$ cat src/design/ddd_pkg.sv
// Shared widths, constants and the month-offset table for the date difference block.
package ddd_pkg;

   localparam int YEAR_W   = 14;
   localparam int MONTH_W  = 4;
   localparam int DAY_W    = 5;
   localparam int DIST_W   = 22;
   // Day number of the latest 14-bit year stays below 2**23.
   localparam int DNUM_W   = 23;
   localparam int DOY_W    = 9;
   localparam int QUOT_W   = 8;
   localparam int QUART_W  = 13;

   localparam int DEFAULT_MAX_YEAR = 9999;

   // floor(x / 100) == (x * RECIP_100) >> RECIP_SHIFT for every x below 2**15
   localparam int PROD_W      = 27;
   localparam int RECIP_SHIFT = 19;
   localparam logic [PROD_W-1:0] RECIP_100 = PROD_W'(5243);

   localparam logic [YEAR_W-1:0] CENTURY    = YEAR_W'(100);
   localparam logic [DNUM_W-1:0] DAYS_YEAR  = DNUM_W'(365);
   localparam logic [MONTH_W-1:0] FEBRUARY  = MONTH_W'(2);

   // Days in the months before month m of a common year; codes 13..15 act as December.
   function automatic logic [DOY_W-1:0] days_before_month(input logic [MONTH_W-1:0] m);
      logic [DOY_W-1:0] days;
      case (m)
         4'd0:    days = 9'd0;
         4'd1:    days = 9'd0;
         4'd2:    days = 9'd31;
         4'd3:    days = 9'd59;
         4'd4:    days = 9'd90;
         4'd5:    days = 9'd120;
         4'd6:    days = 9'd151;
         4'd7:    days = 9'd181;
         4'd8:    days = 9'd212;
         4'd9:    days = 9'd243;
         4'd10:   days = 9'd273;
         4'd11:   days = 9'd304;
         default: days = 9'd334;
      endcase
      return days;
   endfunction

endpackage

$ cat src/design/ddd_day_number.sv
// Four-stage pipeline that turns one date into its day number counted from year 0.
module ddd_day_number #(
   parameter int MAX_YEAR = ddd_pkg::DEFAULT_MAX_YEAR
) (
   input  logic                           clock,
   input  logic [ddd_pkg::YEAR_W-1:0]     year,
   input  logic [ddd_pkg::MONTH_W-1:0]    month,
   input  logic [ddd_pkg::DAY_W-1:0]      day,
   output logic [ddd_pkg::DNUM_W-1:0]     day_num
);

   localparam int YEAR_TOP = (1 << ddd_pkg::YEAR_W) - 1;
   localparam logic [ddd_pkg::YEAR_W-1:0] YEAR_LIMIT =
      (MAX_YEAR > YEAR_TOP) ? ddd_pkg::YEAR_W'(YEAR_TOP) : ddd_pkg::YEAR_W'(MAX_YEAR);
   localparam int YP_W = ddd_pkg::YEAR_W + 1;

   // stage 1: clamped date
   logic [ddd_pkg::YEAR_W-1:0]  s1_year_ff, s1_year_in;
   logic [ddd_pkg::MONTH_W-1:0] s1_month_ff;
   logic [ddd_pkg::DAY_W-1:0]   s1_day_ff;

   // stage 2: products and quotients
   logic [ddd_pkg::DNUM_W-1:0]  s2_y365_ff, s2_y365_in;
   logic [ddd_pkg::QUART_W-1:0] s2_c4_ff, s2_c4_in;
   logic [ddd_pkg::QUOT_W-1:0]  s2_c100_ff, s2_c100_in;
   logic [ddd_pkg::QUOT_W-1:0]  s2_c400_ff, s2_c400_in;
   logic [ddd_pkg::QUOT_W-1:0]  s2_q100_ff, s2_q100_in;
   logic [ddd_pkg::YEAR_W-1:0]  s2_year_ff;
   logic [ddd_pkg::DOY_W-1:0]   s2_doy_ff, s2_doy_in;
   logic                        s2_late_ff, s2_late_in;

   // stage 3: whole-year days and day of year
   logic [ddd_pkg::DNUM_W-1:0]  s3_years_ff, s3_years_in;
   logic [ddd_pkg::DOY_W-1:0]   s3_doy_ff, s3_doy_in;

   // stage 4: day number
   logic [ddd_pkg::DNUM_W-1:0]  s4_num_ff, s4_num_in;

   logic [YP_W-1:0]                 yp99, yp399;
   logic [ddd_pkg::PROD_W-1:0]      prod_q, prod_c100, prod_c400;
   logic                            leap;

   assign s1_year_in = (year > YEAR_LIMIT) ? YEAR_LIMIT : year;

   always_comb begin
      yp99       = YP_W'(s1_year_ff) + YP_W'(99);
      yp399      = YP_W'(s1_year_ff) + YP_W'(399);
      prod_q     = ddd_pkg::PROD_W'(s1_year_ff) * ddd_pkg::RECIP_100;
      prod_c100  = ddd_pkg::PROD_W'(yp99) * ddd_pkg::RECIP_100;
      // (y + 399) / 400 is ((y + 399) / 4) / 100
      prod_c400  = ddd_pkg::PROD_W'(yp399[YP_W-1:2]) * ddd_pkg::RECIP_100;
      s2_q100_in = prod_q[ddd_pkg::RECIP_SHIFT +: ddd_pkg::QUOT_W];
      s2_c100_in = prod_c100[ddd_pkg::RECIP_SHIFT +: ddd_pkg::QUOT_W];
      s2_c400_in = prod_c400[ddd_pkg::RECIP_SHIFT +: ddd_pkg::QUOT_W];
      s2_y365_in = ddd_pkg::DNUM_W'(s1_year_ff) * ddd_pkg::DAYS_YEAR;
      s2_c4_in   = ddd_pkg::QUART_W'((YP_W'(s1_year_ff) + YP_W'(3)) >> 2);
      s2_doy_in  = ddd_pkg::days_before_month(s1_month_ff) + ddd_pkg::DOY_W'(s1_day_ff);
      s2_late_in = (s1_month_ff > ddd_pkg::FEBRUARY);
   end

   always_comb begin
      // divisible by 100 only counts when the century is divisible by 4
      leap = (s2_year_ff[1:0] == 2'b00) &&
             ((ddd_pkg::YEAR_W'(s2_q100_ff) * ddd_pkg::CENTURY != s2_year_ff) ||
              (s2_q100_ff[1:0] == 2'b00));
      s3_years_in = s2_y365_ff + ddd_pkg::DNUM_W'(s2_c4_ff) + ddd_pkg::DNUM_W'(s2_c400_ff)
                    - ddd_pkg::DNUM_W'(s2_c100_ff);
      s3_doy_in   = s2_doy_ff + ddd_pkg::DOY_W'(s2_late_ff && leap);
      s4_num_in   = s3_years_ff + ddd_pkg::DNUM_W'(s3_doy_ff);
   end

   always_ff @(posedge clock) begin
      s1_year_ff  <= s1_year_in;
      s1_month_ff <= month;
      s1_day_ff   <= day;
      s2_y365_ff  <= s2_y365_in;
      s2_c4_ff    <= s2_c4_in;
      s2_c100_ff  <= s2_c100_in;
      s2_c400_ff  <= s2_c400_in;
      s2_q100_ff  <= s2_q100_in;
      s2_year_ff  <= s1_year_ff;
      s2_doy_ff   <= s2_doy_in;
      s2_late_ff  <= s2_late_in;
      s3_years_ff <= s3_years_in;
      s3_doy_ff   <= s3_doy_in;
      s4_num_ff   <= s4_num_in;
   end

   assign day_num = s4_num_ff;

endmodule

$ cat src/design/date_difference_days_top.sv
// An accepted beat passes the day-number pipelines and the distance register to rsp_valid.
// Throughput: one beat per cycle; busy is never raised, the five stages always advance.
// The rate is set by the day-number pipeline (constant reciprocal multiplies, then sums).
// Reset clears the valid bits only; data registers are left as they are.
// Results are strobed for one cycle and cannot be stalled by the receiver.
module date_difference_days_top #(
   parameter int MAX_YEAR = ddd_pkg::DEFAULT_MAX_YEAR
) (
   input  logic                         clock,
   input  logic                         reset,
   input  logic                         start,
   output logic                         busy,
   input  logic [ddd_pkg::YEAR_W-1:0]   req_first_year,
   input  logic [ddd_pkg::MONTH_W-1:0]  req_first_month,
   input  logic [ddd_pkg::DAY_W-1:0]    req_first_day,
   input  logic [ddd_pkg::YEAR_W-1:0]   req_second_year,
   input  logic [ddd_pkg::MONTH_W-1:0]  req_second_month,
   input  logic [ddd_pkg::DAY_W-1:0]    req_second_day,
   output logic                         rsp_valid,
   output logic [ddd_pkg::DIST_W-1:0]   rsp_day_distance
);

   localparam int DEPTH = 5;

   logic [DEPTH-1:0]             vld_ff, vld_in;
   logic [ddd_pkg::DNUM_W-1:0]   num_a, num_b, diff;
   logic [ddd_pkg::DIST_W-1:0]   dist_ff, dist_in;

   assign busy = 1'b0;

   ddd_day_number #(.MAX_YEAR(MAX_YEAR)) u_first (
      .clock   (clock),
      .year    (req_first_year),
      .month   (req_first_month),
      .day     (req_first_day),
      .day_num (num_a)
   );

   ddd_day_number #(.MAX_YEAR(MAX_YEAR)) u_second (
      .clock   (clock),
      .year    (req_second_year),
      .month   (req_second_month),
      .day     (req_second_day),
      .day_num (num_b)
   );

   always_comb begin
      vld_in  = {vld_ff[DEPTH-2:0], start & ~busy};
      diff    = (num_a >= num_b) ? (num_a - num_b) : (num_b - num_a);
      // saturate anything past the 22-bit range
      dist_in = diff[ddd_pkg::DNUM_W-1] ? '1 : diff[ddd_pkg::DIST_W-1:0];
   end

   always_ff @(posedge clock) begin
      if (reset) begin
         vld_ff <= '0;
      end else begin
         vld_ff <= vld_in;
      end
   end

   always_ff @(posedge clock) begin
      dist_ff <= dist_in;
   end

   assign rsp_valid        = vld_ff[DEPTH-1];
   assign rsp_day_distance = dist_ff;

endmodule

$ cat config.mk
export PLATFORM = sky130hd
export DESIGN_NAME = date_difference_days_top
export DESIGN_NICKNAME = d
export VERILOG_FILES = /design/src/design/ddd_pkg.sv /design/src/design/ddd_day_number.sv /design/src/design/date_difference_days_top.sv
export SDC_FILE = /design/constraint.sdc
export NUM_CORES = 2
export LEC_CHECK = 0
export ABC_CLOCK_PERIOD_IN_PS = 6100
export BUFFER_PORTS_ARGS = -buffer_cell sky130_fd_sc_hd__buf_4
export CAP_MARGIN = 15
export CORE_MARGIN = 2
export CORE_UTILIZATION = 42
export DETAILED_ROUTE_END_ITERATION = 16
export PLACE_DENSITY_LB_ADDON = 0.05
export SYNTH_ARGS = -nofsm -noshare
export SYNTH_HDL_FRONTEND = slang
export SYNTH_SLANG_ARGS = --single-unit
$ cat constraint.sdc
create_clock -name clock -period 6.1 [get_ports clock]
set_clock_uncertainty 0.05 [all_clocks]
set_input_delay 0.305 -clock clock [delete_from_list [all_inputs] [get_ports clock]]
set_output_delay 0.305 -clock clock [all_outputs]
set_load 0.02 [all_outputs]
==> run metrics <==
outcome complete, no violations; DP HPWL 90.0 mm; initial antenna violation count 10; Hold Crit Class in -> reg; post-synthesis net count 5894; crit path max fanout 4; CP top delay family adder cells; most common cell in the netlist inv_1; R2R depth 29; H-tree levels 2; Pre-antenna DRT Iters 5; TritonCTS clock tree yes; Hold Path Origin req_first_year[4]; Total Neg Setup Slack 0 ns; Worst setup SP type register; Core Box Area 101000 sq um; cell taking the most area after synthesis ha_1; largest net degree at the start of global routing 23; Synth top area share 26.9%; sequential share of the synthesized area 17.0%; endpoints failing hold 0; WL/cell 16.4 microns; Root Buffer clkbuf_16; most instantiated cells after synthesis inv_1 (1117), ha_1 (919), fa_1 (490), dfxtp_1 (363), xnor2_1 (242); number of synthesized register bits 363; share of cells above drive strength 1 13.0%; Synth Flop Type dfxtp_1; antenna-violating nets left 0; Remaining Overflow, GRT 0; die height 323 microns; top post-synthesis cells by area ha_1 (27%), fa_1 (23%), dfxtp_1 (17%); final net count 6318; CP Capture Type register; unrepaired setup endpoints after global routing yes; Hold Path End u_first.s1_year_ff[4]; Slew @ Worst Pin 0.964 ns; Final Util 49.5%; fraction of the cycle the final worst path needs 97.8%; via count of the first global-routing pass 30200; Post-Place Cells 6096; P&R area growth vs syn 17.3%; setup violators final 0; clock insertion delay at the later pin of the skew report 0.62 ns; Yosys warnings 0; CP Data Arrival Time 6.41 ns; CTS Buffer Depth 3; Post-synth EDFFs 0; full die area 104000 sq um; final wirelength 103 mm; first-pass GRT wire length 165 mm; Num CTS Buffers 49; FF-to-FF setup slack 0.13 ns; cell mode on critical path fa_1; Crit path required time 6.55 ns; ys async rst share 0%; r2r startpoint u_second.s1_year_ff[1]; Final Max Tran Viols 0; final std cells w/o fill 6264; Buf/Inv on CP 8; slowest stage delay, CP 0.52 ns; hold depth 2; clock-pin slew on the worst setup and hold paths 0.06 ns; I/O Buffers 71; Die W 323 microns; Worst Slack Setup Final 0.135 ns; gr usage total 20.3%; worst r2r dst u_second.s2_c400_ff[6]; setup slack at placement -0.205 ns; crit path time final 5.97 ns; max_slew headroom 35.2%; total number of vias 29400; maxcap violations 0; detailed router's first-iteration violation count 1153; Sink Count 363; Initial Util 42.2%; routability cong. 0.869; maximum clock frequency 0.168 GHz; average size of a mapped cell 9.64 sq um; Crit-path slowest cell fa_1; IO Pins 73; CP Class reg -> reg; Post-Syn Instances 4436; vias per cell 4.69; Row Count 117; number of remaining DRC errors 0; cell area after synthesis 42800 sq um; Cell variety after synth 80
[area by class of cell]
class	instances	area (sq um)
Inverter	1117	4210
Clock inverter	23	335
Tap cell	1368	1710
Fill cell	9581	51200
Clock buffer	63	1340
Multi-Input combinational cell	2924	32100
Antenna cell	1	2.50
Sequential cell	363	7290
Timing Repair Buffer	405	3240
[cells in the final DEF, fill, tap and decap left out, types with 28 or more instances in the layout]
cell type,synthesis,layout
a21o_1,94,94
a21oi_1,158,144
and3_1,28,28
buf_4,5,344
clkbuf_16,0,49
dfxtp_1,363,351
dlygate4sd3_1,0,47
fa_1,490,488
ha_1,919,893
inv_1,1117,1088
nand2_1,113,106
nand2b_1,31,29
nand3_1,70,68
nand4_1,39,39
nor2_1,147,142
nor2b_1,48,40
nor3_1,45,45
o21ai_0,96,79
xnor2_1,242,218
xor2_1,72,71
[per-layer routing]
layer  part of all wire [%]  track usage, %
met1                     53            31.0
met2                     42            30.5
met3                    3.3            2.44
met4                    2.0            4.51
met5                  0.035               0
[how the worst max path moves through the flow]
stage | end | start | cells after the start | slack, ns
floorplan | u_second.s2_c100_ff[6] | u_second.s1_year_ff[6] | 24 | -0.02
global placement | u_second.s2_c400_ff[6] | u_second.s1_year_ff[1] | 29 | -0.21
detailed placement | u_second.s2_c400_ff[6] | u_second.s1_year_ff[1] | 29 | -0.20
CTS | u_second.s2_c100_ff[7] | u_second.s1_year_ff[2] | 23 | -0.007
global route | u_second.s2_c400_ff[6] | u_second.s1_year_ff[1] | 29 | -0.14
finish | u_second.s2_c400_ff[6] | u_second.s1_year_ff[1] | 29 | 0.13
[through the flow]
stage / hold WS (ns) / cell area (sq um)
finish: 0.0570 / 50200
global route: 0.0193 / 50200
CTS: 0.00454 / 49200
detailed placement: 0.361 / 46900
global placement: 0.360 / 46900
floorplan: 0.283 / 42900
[logic make-up after synthesis]
| kind of cell | after synthesis | synth area share (%) |
|---|---|---|
| buffers and inverters | 1149 | 10.3 |
| XOR/XNOR | 314 | 6.43 |
| flip-flops | 363 | 17.0 |
| other | 1 | 0.00877 |
| multiplexers | 26 | 0.626 |
| AO/OA/AOI/OAI | 568 | 8.77 |
| AND/OR/NAND/NOR | 606 | 7.12 |
| adder cells (fa/ha/maj) | 1409 | 49.8 |
[state kept, by name, summed over array words and instances, names as in the netlist, 9 cells and up, named ones only]
register,flops
u_second.s1_year_ff,14
u_second.s2_c4_ff,13
u_second.s3_years_ff,23
u_first.s3_doy_ff,9
u_first.s2_doy_ff,9
rsp_day_distance,22
u_first.day_num,23
u_second.s3_doy_ff,9
u_first.s3_years_ff,23
u_second.s2_year_ff,12
u_second.day_num,23
u_first.s2_y365_ff,23
u_second.s2_y365_ff,23
u_first.s2_year_ff,12
u_first.s1_year_ff,14
u_first.s2_c4_ff,13
u_second.s2_doy_ff,9
[what timing repair did]
| action | in CTS | in global routing |
|---|---|---|
| hold buffers | 47 | 0 |
| endpoints found under the hold margin | 66 | 0 |
| endpoints found under the setup margin | 18 | 26 |
| resized for setup | 33 | 163 |
| pin swaps | 10 | 106 |
| buffers inserted | 2 | 36 |
Power is left out: the tool's default activity adds up to more than one toggle a clock period on the data nets, which glitch-free logic cannot reach.
